## src/design/ckhs_pkg.sv

```systemverilog
// Shared types and constants for the canonical k-mer hash sampler.
package ckhs_pkg;

	// Largest supported k-mer length and the matching register width.
	localparam int unsigned MAX_K_DEFAULT = 31;
	localparam int unsigned KMER_W        = 62;
	localparam int unsigned HASH_W        = 64;
	localparam int unsigned CFG_W         = 5;

	// Reset values of the configuration registers.
	localparam logic [CFG_W-1:0] KMER_LENGTH_RST = 5'd31;
	localparam logic [CFG_W-1:0] SAMPLE_BITS_RST = 5'd0;

	// Register index, taken from the word address.
	typedef enum logic {
		REG_KMER_LENGTH = 1'b0,
		REG_SAMPLE_BITS = 1'b1
	} ckhs_reg_t;

	// One sequence item.
	typedef struct packed {
		logic [7:0] seq_byte;
		logic       record_start;
	} ckhs_in_t;

	// One hash result.
	typedef struct packed {
		logic [HASH_W-1:0] hash_key;
		logic              window_full;
		logic              selected;
	} ckhs_out_t;

	// Work handed from the front end to the hash engine.
	typedef struct packed {
		logic              is_base;
		logic              full;
		logic [KMER_W-1:0] fwd;
		logic [KMER_W-1:0] rev;
	} ckhs_entry_t;

endpackage

```

## src/design/ckhs_front.sv

```systemverilog
// Front end: decodes bases and keeps the forward and reverse-complement windows.
module ckhs_front #(
	parameter int unsigned MAX_K = ckhs_pkg::MAX_K_DEFAULT
) (
	input  logic                       clk,
	input  logic                       arst_n,
	input  logic [ckhs_pkg::CFG_W-1:0] kmer_length,
	input  logic                       clear_window,
	input  logic                       seq_valid,
	output logic                       seq_stall,
	input  ckhs_pkg::ckhs_in_t         seq_item,
	input  logic                       q_full,
	output logic                       q_push,
	output ckhs_pkg::ckhs_entry_t      q_data
);
	import ckhs_pkg::*;

	localparam int unsigned KW = 2 * MAX_K;

	// Character codes of the four bases in both cases.
	localparam logic [7:0] CHAR_A_UP = 8'h41;
	localparam logic [7:0] CHAR_A_LO = 8'h61;
	localparam logic [7:0] CHAR_C_UP = 8'h43;
	localparam logic [7:0] CHAR_C_LO = 8'h63;
	localparam logic [7:0] CHAR_G_UP = 8'h47;
	localparam logic [7:0] CHAR_G_LO = 8'h67;
	localparam logic [7:0] CHAR_T_UP = 8'h54;
	localparam logic [7:0] CHAR_T_LO = 8'h74;

	localparam logic [1:0] CODE_A = 2'd0;
	localparam logic [1:0] CODE_C = 2'd1;
	localparam logic [1:0] CODE_G = 2'd2;
	localparam logic [1:0] CODE_T = 2'd3;

	logic [KW-1:0]    fwd_q, rev_q;
	logic [CFG_W-1:0] fill_q;

	logic             base_ok;
	logic [1:0]       code;
	logic [CFG_W-1:0] eff_k;
	logic [CFG_W-1:0] fill_next;
	logic [5:0]       two_k;
	logic [5:0]       top_shift;
	logic [KW:0]      mask_ext;
	logic [KW-1:0]    mask;
	logic [KW-1:0]    fwd_next, rev_next;
	logic             is_base;
	logic             accept;

	// Base decoding.
	always_comb begin
		base_ok = 1'b1;
		code    = CODE_A;
		case (seq_item.seq_byte) inside
			CHAR_A_UP, CHAR_A_LO: code = CODE_A;
			CHAR_C_UP, CHAR_C_LO: code = CODE_C;
			CHAR_G_UP, CHAR_G_LO: code = CODE_G;
			CHAR_T_UP, CHAR_T_LO: code = CODE_T;
			default:              base_ok = 1'b0;
		endcase
	end

	// Effective window length, clamped to 1..MAX_K.
	always_comb begin
		eff_k = kmer_length;
		if (kmer_length == '0) begin
			eff_k = CFG_W'(1);
		end else if (kmer_length > CFG_W'(MAX_K)) begin
			eff_k = CFG_W'(MAX_K);
		end
	end

	// Window update for a base: shift both registers and trim to 2k bits.
	assign two_k     = {eff_k, 1'b0};
	assign top_shift = {eff_k - CFG_W'(1), 1'b0};
	assign mask_ext  = ((KW+1)'(1) << two_k) - (KW+1)'(1);
	assign mask      = mask_ext[KW-1:0];
	assign fwd_next  = ((fwd_q << 2) | KW'(code)) & mask;
	assign rev_next  = ((rev_q >> 2) | (KW'(~code) << top_shift)) & mask;
	assign fill_next = (fill_q < eff_k) ? fill_q + CFG_W'(1) : eff_k;

	assign is_base   = !seq_item.record_start && base_ok;
	assign seq_stall = q_full;
	assign accept    = seq_valid && !q_full;
	assign q_push    = accept;

	// Entry for the hash engine; only meaningful for a base.
	always_comb begin
		q_data.is_base = is_base;
		q_data.full    = is_base && (fill_next >= eff_k);
		q_data.fwd     = KMER_W'(fwd_next);
		q_data.rev     = KMER_W'(rev_next);
	end

	// Window state: cleared by a record start, a non-base or a length change.
	always_ff @(posedge clk or negedge arst_n) begin
		if (!arst_n) begin
			fwd_q  <= '0;
			rev_q  <= '0;
			fill_q <= '0;
		end else if (clear_window) begin
			fwd_q  <= '0;
			rev_q  <= '0;
			fill_q <= '0;
		end else if (accept) begin
			if (is_base) begin
				fwd_q  <= fwd_next;
				rev_q  <= rev_next;
				fill_q <= fill_next;
			end else begin
				fwd_q  <= '0;
				rev_q  <= '0;
				fill_q <= '0;
			end
		end
	end

endmodule

```

## src/design/ckhs_queue.sv

```systemverilog
// Two-entry queue between the front end and the hash engine.
module ckhs_queue (
	input  logic                  clk,
	input  logic                  arst_n,
	input  logic                  push,
	input  ckhs_pkg::ckhs_entry_t push_data,
	output logic                  full,
	input  logic                  pop,
	output logic                  valid,
	output ckhs_pkg::ckhs_entry_t pop_data
);
	import ckhs_pkg::*;

	ckhs_entry_t entry_q [2];
	logic        wr_ptr_q, rd_ptr_q;
	logic [1:0]  count_q;

	assign full     = (count_q == 2'd2);
	assign valid    = (count_q != 2'd0);
	assign pop_data = entry_q[rd_ptr_q];

	// Entry storage.
	always_ff @(posedge clk) begin
		if (push) begin
			entry_q[wr_ptr_q] <= push_data;
		end
	end

	// Pointers and occupancy.
	always_ff @(posedge clk or negedge arst_n) begin
		if (!arst_n) begin
			wr_ptr_q <= 1'b0;
			rd_ptr_q <= 1'b0;
			count_q  <= 2'd0;
		end else begin
			if (push) begin
				wr_ptr_q <= ~wr_ptr_q;
			end
			if (pop) begin
				rd_ptr_q <= ~rd_ptr_q;
			end
			if (push && !pop) begin
				count_q <= count_q + 2'd1;
			end else if (pop && !push) begin
				count_q <= count_q - 2'd1;
			end
		end
	end

	// The queue is never pushed when full nor popped when empty.
	a_no_overflow: assert property (@(posedge clk) disable iff (!arst_n)
		!(push && full) && !(pop && !valid))
		else $error("queue overflow or underflow");

endmodule

```

## src/design/ckhs_back.sv

```systemverilog
// Hash engine: canonical k-mer selection and a multi-cycle splitmix64 finalizer.
module ckhs_back (
	input  logic                       clk,
	input  logic                       arst_n,
	input  logic [ckhs_pkg::CFG_W-1:0] sample_bits,
	input  logic                       q_valid,
	input  ckhs_pkg::ckhs_entry_t      q_data,
	output logic                       q_pop,
	output logic                       hash_valid,
	input  logic                       hash_stall,
	output ckhs_pkg::ckhs_out_t        hash_item
);
	import ckhs_pkg::*;

	localparam logic [HASH_W-1:0] GOLDEN = 64'h9e37_79b9_7f4a_7c15;
	localparam logic [HASH_W-1:0] MIX1   = 64'hbf58_476d_1ce4_e5b9;
	localparam logic [HASH_W-1:0] MIX2   = 64'h94d0_49bb_1331_11eb;
	localparam logic [HASH_W-1:0] SALT   = 64'd577;

	typedef enum logic [10:0] {
		S_IDLE = 11'b000_0000_0001,
		S_MIN  = 11'b000_0000_0010,
		S_ADD  = 11'b000_0000_0100,
		S_M1A  = 11'b000_0000_1000,
		S_M1B  = 11'b000_0001_0000,
		S_M1C  = 11'b000_0010_0000,
		S_X2   = 11'b000_0100_0000,
		S_M2A  = 11'b000_1000_0000,
		S_M2B  = 11'b001_0000_0000,
		S_M2C  = 11'b010_0000_0000,
		S_FIN  = 11'b100_0000_0000
	} ckhs_state_t;

	ckhs_state_t       state_q, state_d;
	logic [KMER_W-1:0] fwd_q, rev_q;
	logic              base_q, full_q;
	logic [HASH_W-1:0] v_q, x_q, acc_q;
	logic              out_valid_q;
	ckhs_out_t         out_q;

	logic [KMER_W-1:0] canon;
	logic [HASH_W-1:0] v_add;
	logic [31:0]       mul_a, mul_b;
	logic [63:0]       mul_p;
	logic [HASH_W-1:0] fin_hash;
	logic [31:0]       sample_mask;
	logic              out_free;
	logic              out_load;
	ckhs_out_t         result;

	assign q_pop    = (state_q == S_IDLE) && q_valid;
	assign out_free = !out_valid_q || !hash_stall;
	assign out_load = (state_q == S_FIN) && out_free;

	// Canonical k-mer and the first finalizer step.
	assign canon = (fwd_q < rev_q) ? fwd_q : rev_q;
	assign v_add = v_q + GOLDEN;

	// Shared 32x32 multiplier; each 64-bit product takes three partial steps.
	always_comb begin
		mul_a = x_q[31:0];
		mul_b = 32'd0;
		unique case (state_q)
			S_M1A: begin
				mul_a = x_q[31:0];
				mul_b = MIX1[31:0];
			end
			S_M1B: begin
				mul_a = x_q[31:0];
				mul_b = MIX1[63:32];
			end
			S_M1C: begin
				mul_a = x_q[63:32];
				mul_b = MIX1[31:0];
			end
			S_M2A: begin
				mul_a = x_q[31:0];
				mul_b = MIX2[31:0];
			end
			S_M2B: begin
				mul_a = x_q[31:0];
				mul_b = MIX2[63:32];
			end
			S_M2C: begin
				mul_a = x_q[63:32];
				mul_b = MIX2[31:0];
			end
			default: begin
				mul_a = x_q[31:0];
				mul_b = 32'd0;
			end
		endcase
	end
	assign mul_p = 64'(mul_a) * 64'(mul_b);

	// Final mix and sampling decision.
	assign fin_hash    = acc_q ^ (acc_q >> 31);
	assign sample_mask = (32'd1 << sample_bits) - 32'd1;

	always_comb begin
		result.hash_key    = base_q ? fin_hash : '0;
		result.window_full = base_q && full_q;
		result.selected    = base_q && full_q && ((fin_hash[31:0] & sample_mask) == 32'd0);
	end

	// Sequencer.
	always_comb begin
		state_d = state_q;
		unique case (state_q)
			S_IDLE: begin
				if (q_valid) begin
					state_d = q_data.is_base ? S_MIN : S_FIN;
				end
			end
			S_MIN:   state_d = S_ADD;
			S_ADD:   state_d = S_M1A;
			S_M1A:   state_d = S_M1B;
			S_M1B:   state_d = S_M1C;
			S_M1C:   state_d = S_X2;
			S_X2:    state_d = S_M2A;
			S_M2A:   state_d = S_M2B;
			S_M2B:   state_d = S_M2C;
			S_M2C:   state_d = S_FIN;
			S_FIN: begin
				if (out_free) begin
					state_d = S_IDLE;
				end
			end
			default: state_d = S_IDLE;
		endcase
	end

	always_ff @(posedge clk or negedge arst_n) begin
		if (!arst_n) begin
			state_q <= S_IDLE;
		end else begin
			state_q <= state_d;
		end
	end

	// Working registers of the finalizer.
	always_ff @(posedge clk) begin
		if (q_pop) begin
			fwd_q  <= q_data.fwd;
			rev_q  <= q_data.rev;
			base_q <= q_data.is_base;
			full_q <= q_data.full;
		end
		case (state_q)
			S_MIN:  v_q   <= {{(HASH_W-KMER_W){1'b0}}, canon} ^ SALT;
			S_ADD:  x_q   <= v_add ^ (v_add >> 30);
			S_M1A:  acc_q <= mul_p;
			S_M1B:  acc_q <= {acc_q[63:32] + mul_p[31:0], acc_q[31:0]};
			S_M1C:  acc_q <= {acc_q[63:32] + mul_p[31:0], acc_q[31:0]};
			S_X2:   x_q   <= acc_q ^ (acc_q >> 27);
			S_M2A:  acc_q <= mul_p;
			S_M2B:  acc_q <= {acc_q[63:32] + mul_p[31:0], acc_q[31:0]};
			S_M2C:  acc_q <= {acc_q[63:32] + mul_p[31:0], acc_q[31:0]};
			default: begin
			end
		endcase
	end

	// Output register: a finished result waits here while the next item is hashed.
	always_ff @(posedge clk or negedge arst_n) begin
		if (!arst_n) begin
			out_valid_q <= 1'b0;
		end else if (out_load) begin
			out_valid_q <= 1'b1;
		end else if (!hash_stall) begin
			out_valid_q <= 1'b0;
		end
	end

	always_ff @(posedge clk) begin
		if (out_load) begin
			out_q <= result;
		end
	end

	assign hash_valid = out_valid_q;
	assign hash_item  = out_q;

	// A selected k-mer always comes from a full window.
	a_sel_full: assert property (@(posedge clk) disable iff (!arst_n)
		hash_valid && hash_item.selected |-> hash_item.window_full)
		else $error("selected result without a full window");

	// The queue is only popped by an idle engine.
	a_pop_idle: assert property (@(posedge clk) disable iff (!arst_n)
		q_pop |-> (state_q == S_IDLE) && q_valid)
		else $error("queue popped while the engine is busy");

	// A finished result is presented in the following cycle.
	a_load_shows: assert property (@(posedge clk) disable iff (!arst_n)
		out_load |=> hash_valid)
		else $error("loaded result not presented");

endmodule

```

## src/design/canonical_kmer_hash_sampler.sv

```systemverilog
// Top level of the canonical k-mer hash sampler: registers, front end, queue, hash engine.
//
//  channel   direction  handshake               payload
//  seq       in         seq_valid / seq_stall   seq_item  (seq_byte, record_start)
//  hash      out        hash_valid / hash_stall hash_item (hash_key, window_full, selected)
//  config    in         APB psel/penable/pwrite paddr, pwdata, prdata
//
//  In the hash engine a base passes through MIN, ADD, M1A-M1C, X2, M2A-M2C and FIN, the
//  shared 32x32 multiplier forming each 64-bit product in three partial steps; a record
//  start or a non-base byte goes from IDLE straight to FIN. The front end takes an item
//  whenever the two-entry queue has room. Reset clears the window, the queue and the
//  engine; the registers return to length 31 and no sample bits. A stalled result holds
//  in the output register while the engine finishes the next item.
module canonical_kmer_hash_sampler #(
	parameter int unsigned MAX_K = ckhs_pkg::MAX_K_DEFAULT
) (
	input  logic                clk,
	input  logic                arst_n,
	input  logic                seq_valid,
	output logic                seq_stall,
	input  ckhs_pkg::ckhs_in_t  seq_item,
	output logic                hash_valid,
	input  logic                hash_stall,
	output ckhs_pkg::ckhs_out_t hash_item,
	input  logic                psel,
	input  logic                penable,
	input  logic                pwrite,
	input  logic [2:0]          paddr,
	input  logic [31:0]         pwdata,
	output logic [31:0]         prdata,
	output logic                pready
);
	import ckhs_pkg::*;

	logic [CFG_W-1:0] kmer_length_q, sample_bits_q;
	logic             cfg_wr;
	ckhs_reg_t        reg_sel;
	logic             clear_window;

	logic             q_push, q_full, q_pop, q_valid;
	ckhs_entry_t      q_in, q_out;

	// Configuration port: word address selects the register.
	assign pready       = 1'b1;
	assign reg_sel      = ckhs_reg_t'(paddr[2]);
	assign cfg_wr       = psel && penable && pwrite;
	assign clear_window = cfg_wr && (reg_sel == REG_KMER_LENGTH);

	always_ff @(posedge clk or negedge arst_n) begin
		if (!arst_n) begin
			kmer_length_q <= KMER_LENGTH_RST;
			sample_bits_q <= SAMPLE_BITS_RST;
		end else if (cfg_wr) begin
			unique case (reg_sel)
				REG_KMER_LENGTH: kmer_length_q <= pwdata[CFG_W-1:0];
				REG_SAMPLE_BITS: sample_bits_q <= pwdata[CFG_W-1:0];
				default: begin
				end
			endcase
		end
	end

	// Register read-back.
	always_comb begin
		unique case (reg_sel)
			REG_KMER_LENGTH: prdata = {{(32-CFG_W){1'b0}}, kmer_length_q};
			REG_SAMPLE_BITS: prdata = {{(32-CFG_W){1'b0}}, sample_bits_q};
			default:         prdata = 32'd0;
		endcase
	end

	ckhs_front #(
		.MAX_K(MAX_K)
	) u_front (
		.clk         (clk),
		.arst_n      (arst_n),
		.kmer_length (kmer_length_q),
		.clear_window(clear_window),
		.seq_valid   (seq_valid),
		.seq_stall   (seq_stall),
		.seq_item    (seq_item),
		.q_full      (q_full),
		.q_push      (q_push),
		.q_data      (q_in)
	);

	ckhs_queue u_queue (
		.clk      (clk),
		.arst_n   (arst_n),
		.push     (q_push),
		.push_data(q_in),
		.full     (q_full),
		.pop      (q_pop),
		.valid    (q_valid),
		.pop_data (q_out)
	);

	ckhs_back u_back (
		.clk        (clk),
		.arst_n     (arst_n),
		.sample_bits(sample_bits_q),
		.q_valid    (q_valid),
		.q_data     (q_out),
		.q_pop      (q_pop),
		.hash_valid (hash_valid),
		.hash_stall (hash_stall),
		.hash_item  (hash_item)
	);

endmodule
```

## config.mk

```make
export PLATFORM = sky130hd
export DESIGN_NAME = canonical_kmer_hash_sampler
export DESIGN_NICKNAME = d
export VERILOG_FILES = /design/src/design/ckhs_pkg.sv /design/src/design/ckhs_front.sv /design/src/design/ckhs_queue.sv /design/src/design/ckhs_back.sv /design/src/design/canonical_kmer_hash_sampler.sv
export SDC_FILE = /design/constraint.sdc
export NUM_CORES = 2
export LEC_CHECK = 0
export BUFFER_PORTS_ARGS = -buffer_cell sky130_fd_sc_hd__buf_2
export CORE_MARGIN = 4
export CORE_UTILIZATION = 60
export CTS_BUF_LIST = sky130_fd_sc_hd__clkbuf_4 sky130_fd_sc_hd__clkbuf_8
export CTS_CLUSTER_SIZE = 24
export DETAILED_ROUTE_END_ITERATION = 7
export PLACE_DENSITY_LB_ADDON = 0.3
export SLEW_MARGIN = 10
export SYNTH_ARGS = -nofsm -noshare
export SYNTH_HDL_FRONTEND = slang
export SYNTH_HIERARCHICAL = 1
export SYNTH_SLANG_ARGS = --single-unit
```

## constraint.sdc

```tcl
create_clock -name clk -period 10.8 [get_ports clk]
set_input_delay 0.54 -clock clk [delete_from_list [all_inputs] [get_ports clk]]
set_output_delay 0.54 -clock clk [all_outputs]
set_load 0.02 [all_outputs]
```

# --- Yosys cells after proc, flatten, opt, wreduce, memory -nomap -nowiden ---
# Memories as Yosys holds them, arrays and structs flattened.
# Index checks and enable logic that the tools add are counted.
totals:
  ff_bits: 535
  ramBits: 252
  inputBits: 51
  output_inout_bits: 101
  elab_cells: 150
  mem_count: 1
op_classes:
  add_sub_neg: 8
  n_mul: 1
  n_lt_le_gt_ge: 4
  eq_ne: 23
  shift: 3
  mux: 36
  bitwise_logic: 14
  reduce_logical: 39
memory_table:
  columns: ["name", "depth", "word_bits", "read_ports", "rd_ports_with_merged_regs", "wr", "line", "text"]
  rows:
  - ["u_queue.entry_q", 2, 126, 1, 0, 1, "ckhs_queue.sv:14", "ckhs_entry_t entry_q [2];"]
op_table:
  columns: ["cell", "n"]
  rows:
  - ["$pmux 64 s2", 2]
  - ["$mux 62", 4]
  - ["$mux 60", 3]
  - ["$pmux 32 s4", 1]
  - ["$and 62x62->62", 2]
  - ["$pmux 11 s11", 1]
  - ["$add 62x64->64 const B", 1]
  - ["$eq 8x7->1 const B", 8]
  - ["$mul 32x32->64", 1]
  - ["$pmux 32 s2", 1]
  - ["$xor 64x33->64", 1]
  - ["$xor 64x34->64", 1]
  - ["$xor 64x37->64", 1]
  - ["$lt 62x62->1", 1]
  - ["$not 2->62", 1]
  - ["$or 60x62->62", 1]
  - ["$or 62x2->62", 1]
  - ["$shl 1x6->62 const A", 1]
  - ["$shl 62x6->62", 1]
  - ["$sub 62x2->62 const B", 1]
  - ["$mux 11", 3]
  - ["$add 32x32->32", 1]
  - ["$and 32x32->32", 1]
  - ["$logic_not 32->1", 1]
  - ["other kinds (36)", 88]

# --- Depth between registers and ports, before layout ---
logic_depth:
  ltp_word: 13
  depth_mapped: 45
  mapped_depth_nobuf: 42

# --- Modules after synthesis ---
# Netlist, hierarchy kept.
modules_own_cells:
  columns: ["mod", "n_inst", "cells_each", "area_each_um2", "seq_area_each_um2"]
  rows:
  - ["ckhs_back", 1, 4864, 50420.9, 11772.5]
  - ["ckhs_queue", 1, 408, 9389.0, 7667.4]
  - ["ckhs_front", 1, 867, 7791.2, 3128.0]
  - ["canonical_kmer_hash_sampler", 1, 59, 694.4, 256.5]

# --- Worst setup path before layout ---
# Ideal clock, no wire load.
synth_path:
  kind: "register -> register"
  start: "register u_back.state_q[9]"
  end: "register u_back.acc_q[62], data pin"
  setup_time_ps: 261
  arrival_time_ps: 10850
  t_required_ps: 10539
  slack_ps: -310
  stages_incl_launch_ff: 44
  n_path_buf: 2
  synth_period_minus_slack_ps: 11110
  path_cell_list: "dfrtp_1 > nor4_1 > and2_1 > clkbuf_1 > nand4b_1 > inv_1 > nor2_1 > nand2_1 > nor2_1 > inv_1 > clkbuf_1 > nand2_1 > fa_1 > inv_1 > fa_1 > fa_1 > inv_1 > fa_1 > (+8 left out) > inv_1 > ha_1 > and3_1 > and2_1 > a221oi_1 > nand2_1 > xor2_1 > ha_1 > and2_1 > and3_1 > a221oi_1 > o21a_1 > o31ai_1 > a21oi_1 > o2bb2ai_1 > o21ai_0 > xnor2_1 > mux2i_1"
synth_via:
  elab_chain_cells: 6
  word_cells_on_any_way: 16
  classes_between: "add/sub (1); mul (1); eq/ne (6); mux (3); reduce/logical (5)"
synth_lines:
  columns: ["element", "line", "text"]
  rows:
  - ["start: declaration", "ckhs_back.sv:34", "ckhs_state_t state_q, state_d;"]
  - ["start signal: assignment", "ckhs_back.sv:137", "state_q <= state_d;"]
  - ["$eq 11x8->1 (tied with other cells)", "ckhs_back.sv:63, ckhs_back.sv:149", null]
  - ["$reduce_or 2->1 (no line)", null, null]
  - ["$pmux 32 s4 / $mux 32 (equally long branches)", "ckhs_back.sv:63", "unique case (state_q)"]
  - ["$mul 32x32->64", "ckhs_back.sv:94", "assign mul_p = 64'(mul_a) * 64'(mul_b);"]
  - ["$add 32x32->32", null, null]
  - ["$pmux 64 s2 (*)", "ckhs_back.sv:149", "case (state_q)"]
  - ["end signal: assignment", "ckhs_back.sv:153", "S_M1B: acc_q <= {acc_q[63:32] + mul_p[31:0], acc_q[31:0]};"]
  - ["end signal: assignment", "ckhs_back.sv:154", "S_M1C: acc_q <= {acc_q[63:32] + mul_p[31:0], acc_q[31:0]};"]
  - ["end signal: assignment", "ckhs_back.sv:157", "S_M2B: acc_q <= {acc_q[63:32] + mul_p[31:0], acc_q[31:0]};"]
  - ["end: declaration", "ckhs_back.sv:37", "logic [HASH_W-1:0] v_q, x_q, acc_q;"]
# Every way passes the cells marked *; elsewhere a longest branch is shown, timed or not. The select of a mux whose other input is x is not followed.
# A chain may end at the register's enable or synchronous reset.

# --- Worst setup path in the final report ---
layout_path:
  start: "register u_back.state_q[10]"
  end: "register u_back.acc_q[63], data pin"
# Same word-level chain as after synthesis.

==> impl_results.rst <==
.. list-table::
   :header-rows: 1

   * - Metric
     - Value
   * - Result of the run
     - complete, no violations
   * - Fraction of the cycle the final worst path needs
     - between 90% and 100%
   * - Skew-Pair Late Insertion Delay
     - around 760 ps
   * - Final Max Tran Viols
     - 0
   * - Wire length of the first global-routing pass
     - approximately 340 mm
   * - Share of the synthesized netlist area taken by xor and xnor gates
     - under 10%
   * - WHS Path Cells
     - 2
   * - Max-cap violations
     - 0
   * - Clock slew at reported path FFs
     - 70 ps
   * - Largest driver fanout on the critical path
     - 13
   * - Total via count in the routed design
     - 50900
   * - Maximum number of pins on one net before global-route repair
     - a little under 100
   * - P_leak
     - 0.0370 uW
   * - Average routed wire per standard cell
     - 27.5 um
   * - Vias in the first global route
     - 51000
   * - Register-to-Register Path Depth
     - 43
   * - Detail Route Antenna Nets
     - 0
   * - Detailed-route wire length
     - about 230 mm
   * - Worst IR drop on VDD
     - 0.308 mV
   * - Worst min-delay path endpoint
     - kmer_length_q[2]
   * - Share of synthesized area occupied by flip-flops and latches
     - 33.4%
   * - Hold Violations, Final
     - 0
   * - CP dominant cell by count
     - sky130_fd_sc_hd__inv_1
   * - Synth area leader
     - sky130_fd_sc_hd__edfxtp_1
   * - Dominant cells by area after synthesis
     - sky130_fd_sc_hd__edfxtp_1 28%, sky130_fd_sc_hd__fa_1 24%, sky130_fd_sc_hd__ha_1 8.1%
   * - Power density of the placed cells
     - 166 mW/mm2
   * - Power dissipated by switching net loads
     - 5080 uW
   * - Critical-path top delay cell
     - sky130_fd_sc_hd__fa_2
   * - Class of the most critical hold timing path
     - in -> reg
   * - Synthesized-area fraction occupied by and/or/nand/nor cells
     - under 10%
   * - Element type at the critical path start
     - register
   * - Clock period minus final worst setup slack
     - roughly 11000 ps
   * - Share of Yosys cell area claimed by the top area cell type
     - 27.9%
   * - TritonCTS Buffers
     - 109
   * - Setup slack of the worst register-to-register path
     - 230 ps
   * - Final setup skew
     - 48.3 ps
   * - Height of the chip
     - 345 um
   * - Placed standard-cell area
     - around 0.075 mm2
   * - Worst setup EP type
     - register
   * - Arrival @ worst endpoint
     - 11070 ps
   * - Netlist cell types
     - between 100 and 150
   * - Max frequency
     - between 90 and 100 MHz
   * - Primary FF master, synth
     - sky130_fd_sc_hd__edfxtp_1
   * - Flops & latches, synth
     - 785
   * - Count of boundary I/O pins
     - roughly 150
   * - Proportion of power drawn by combinational gates
     - 43.8%
   * - Site row count
     - ~120
   * - Die W
     - between 300 and 400 um
   * - Proportion of register bits with asynchronous set or reset after synthesis
     - 19.2%
   * - Aggregate global-route resource usage
     - slightly below 40%
   * - Final #Nets
     - slightly above 8000
   * - Category of the most critical setup path
     - reg -> reg
   * - Router iterations before antenna repair
     - 7
   * - Worst flop-to-flop path endpoint
     - u_back/acc_q[63]
   * - DRC marker count from the first detailed-route iteration
     - between 6000 and 7000
   * - Core region area
     - approximately 0.11 mm2
   * - CTS tree
     - built
   * - Part of the power in the clock network
     - 19.0%
   * - Hold slack
     - between 60 and 70 ps
   * - Routability-driven placement congestion ratio
     - 1.04
   * - Required time of the worst setup path
     - 11300 ps
   * - Number of flops mapped to enable cells by yosys
     - about 630
   * - Cell-internal power
     - 7830 uW
   * - # port buffers
     - 93
   * - Mux share of post-synthesis cell area
     - 4.52%
   * - Max clock buf depth
     - 3
   * - Mean cell area of the mapped netlist
     - 11.0 um2
   * - Area grow syn2layout
     - 14.0%
   * - Compound-gate portion of the synthesized area
     - a little under a tenth
   * - Arithmetic-cell share of the synthesized area counting full adders, half adders and majority gates
     - 32.3%
   * - Number of instances in the placed design
     - 8233
   * - Cell area after synthesis
     - 0.0683 mm2
   * - Placed wire-length estimate after detailed placement
     - around 190 mm
   * - Hold Startpoint
     - pwdata[2]
   * - Final std cells w/o fill
     - 8450
   * - Filler cells
     - 8590
   * - Number of levels the H-tree was split into
     - 3
   * - Critical Path Max Stage Delay
     - roughly 640 ps
   * - Mean number of vias per cell
     - between 6 and 7
   * - Dominant combinational cell family by area after synthesis
     - adder cells
   * - Post-detailed-route DRC marker count
     - 0
   * - Die footprint
     - 0.119 mm2
   * - Worst slew pin tran
     - 1230 ps
   * - Worst-case headroom to the max-slew limit
     - 17.4%
   * - Buffer type at the clock tree root
     - sky130_fd_sc_hd__clkbuf_8
   * - Synth cell count leaders
     - 1065 x sky130_fd_sc_hd__inv_1, 826 x sky130_fd_sc_hd__fa_1, 634 x sky130_fd_sc_hd__edfxtp_1
   * - Number of failing setup endpoints in the final timing report
     - 0
   * - Net switching fraction of the power
     - 39.3%
   * - Grt ovf
     - 0
   * - R2R Path Start
     - u_back/state_q[10]
   * - Synth warnings
     - 6
   * - Most numerous cell in the Yosys netlist
     - sky130_fd_sc_hd__inv_1
   * - Part of the power in registers
     - 37.2%
   * - Share of post-route cells with drive strength above 1
     - 19.8%
   * - Initial cell density of the core
     - about three fifths
   * - CTS sink cnt
     - 785
   * - Final Cell Area
     - ~0.078 mm2
   * - Antenna violations before repair
     - 19
   * - Instance count of the mapped netlist
     - approximately 6200
## final cells by class
| cell class | instances | area (um2) | area share, % |
|---|---|---|---|
| Multi-Input combinational cell | 4111 | 40900 | 52.6 |
| Timing Repair Buffer | 780 | 5930 | 7.61 |
| Clock buffer | 157 | 1910 | 2.45 |
| Tap cell | 1500 | 1880 | 2.41 |
| Antenna cell | 4 | 10.0 | 0.0129 |
| Clock inverter | 45 | 380 | 0.488 |
| Sequential cell | 785 | 22800 | 29.3 |
| Inverter | 1068 | 4010 | 5.15 |
## critical path, delay by kind of cell, from the launching register on
family          cells  cell delay [ps]
fa+ha+maj          10             4770
simple gates       13             2300
buf+inv            14             1540
compound gates      4              960
flops               1              410
mux                 1              180
xor+xnor            1              140
## cells by family after synthesis
logic type,Yosys count
other cells,2
buf+inv,1328
simple gates,1319
xor+xnor,283
fa+ha+maj,1269
mux,260
flops,785
compound gates,952
## worst max path at each step
stage	startpoint	depth (start not counted)	endpoint	slack (ps)
after floorplan	u_back/state_q[9]	43	u_back/acc_q[62]	360
after global placement	u_back/state_q[10]	42	u_back/acc_q[61]	-450
after detailed placement	u_back/state_q[10]	43	u_back/acc_q[63]	-530
after CTS	u_back/state_q[4]	41	u_back/acc_q[61]	4
after global routing	u_back/state_q[10]	43	u_back/acc_q[61]	-10
final	u_back/state_q[10]	43	u_back/acc_q[63]	230
## cells in the final DEF, fill, tap and decap left out, types with 32 or more instances in the layout
| master | Yosys | routed |
|---|---|---|
| sky130_fd_sc_hd__a21o_1 | 78 | 76 |
| sky130_fd_sc_hd__a21oi_1 | 323 | 313 |
| sky130_fd_sc_hd__a22o_1 | 70 | 70 |
| sky130_fd_sc_hd__a31oi_1 | 36 | 35 |
| sky130_fd_sc_hd__and2_1 | 145 | 143 |
| sky130_fd_sc_hd__buf_2 | 45 | 92 |
| sky130_fd_sc_hd__buf_4 | 32 | 659 |
| sky130_fd_sc_hd__clkbuf_4 | 0 | 40 |
| sky130_fd_sc_hd__clkbuf_8 | 0 | 117 |
| sky130_fd_sc_hd__dfrtp_1 | 145 | 144 |
| sky130_fd_sc_hd__edfxtp_1 | 634 | 634 |
| sky130_fd_sc_hd__fa_1 | 826 | 818 |
| sky130_fd_sc_hd__ha_1 | 442 | 434 |
| sky130_fd_sc_hd__inv_1 | 1065 | 1061 |
| sky130_fd_sc_hd__mux2_2 | 185 | 184 |
| sky130_fd_sc_hd__mux2i_1 | 34 | 32 |
| sky130_fd_sc_hd__nand2_1 | 311 | 309 |
| sky130_fd_sc_hd__nand3_1 | 57 | 57 |
| sky130_fd_sc_hd__nand4_1 | 41 | 41 |
| sky130_fd_sc_hd__nor2_1 | 482 | 463 |
| sky130_fd_sc_hd__nor2b_1 | 57 | 56 |
| sky130_fd_sc_hd__nor3_1 | 42 | 38 |
| sky130_fd_sc_hd__o21ai_0 | 168 | 156 |
| sky130_fd_sc_hd__xnor2_1 | 156 | 148 |
| sky130_fd_sc_hd__xor2_1 | 126 | 125 |
## through the flow
step                setup TNS, ps  util (%)  setup WS [ps]  power (uW)
global placement            -2080      66.4           -453       10100
detailed placement          -3240      66.4           -531       10300
floorplan                       0         -            362        8240
global route                -10.5      69.0          -10.5       13500
CTS                             0      68.6           3.91       12700
finish                          0      69.0            229       12900
## metal layers
layer / track usage [%] / part of all wire (%) / routed length [um] / up-vias
li1: - / - / - / 21800
met1: 57.1 / 40 / 93700 / 25600
met2: 55.8 / 42 / 98500 / 3009
met3: 9.44 / 12 / 28300 / 477
met4: 15.5 / 4.9 / 11500 / 14
met5: 0 / 0.054 / 126 / -
## sequential cells by signal, summed over array words and instances (netlist names), 11 cells and up
signal            count
u_back/acc_q         64
u_back/fwd_q         62
u_back/hash_item     66
u_back/rev_q         62
u_back/state_q       11
u_back/v_q           62
u_back/x_q           64
u_front/fwd_q        60
u_front/rev_q        60
u_queue/entry_q     252
## power by group through the flow
| stage | combinational, uW | clock (uW) | sequential [uW] |
|---|---|---|---|
| floorplan | 3480 | 0 | 4760 |
| detailed placement | 5410 | 0 | 4850 |
| CTS | 5480 | 2470 | 4790 |
| finish | 5660 | 2450 | 4810 |
| global route | 6020 | 2610 | 4860 |
| global placement | 5320 | 0 | 4800 |
## repair_timing
item / CTS / global route
endpoints found under the hold margin: 87 / 0
gates resized for setup: 25 / 98
endpoints found under the setup margin: 18 / 26
setup buffers: 2 / 7
pin swaps: 10 / 33
hold buffers: 1 / 0
cloned: 0 / 1
(Power assumes the default switching activity.)
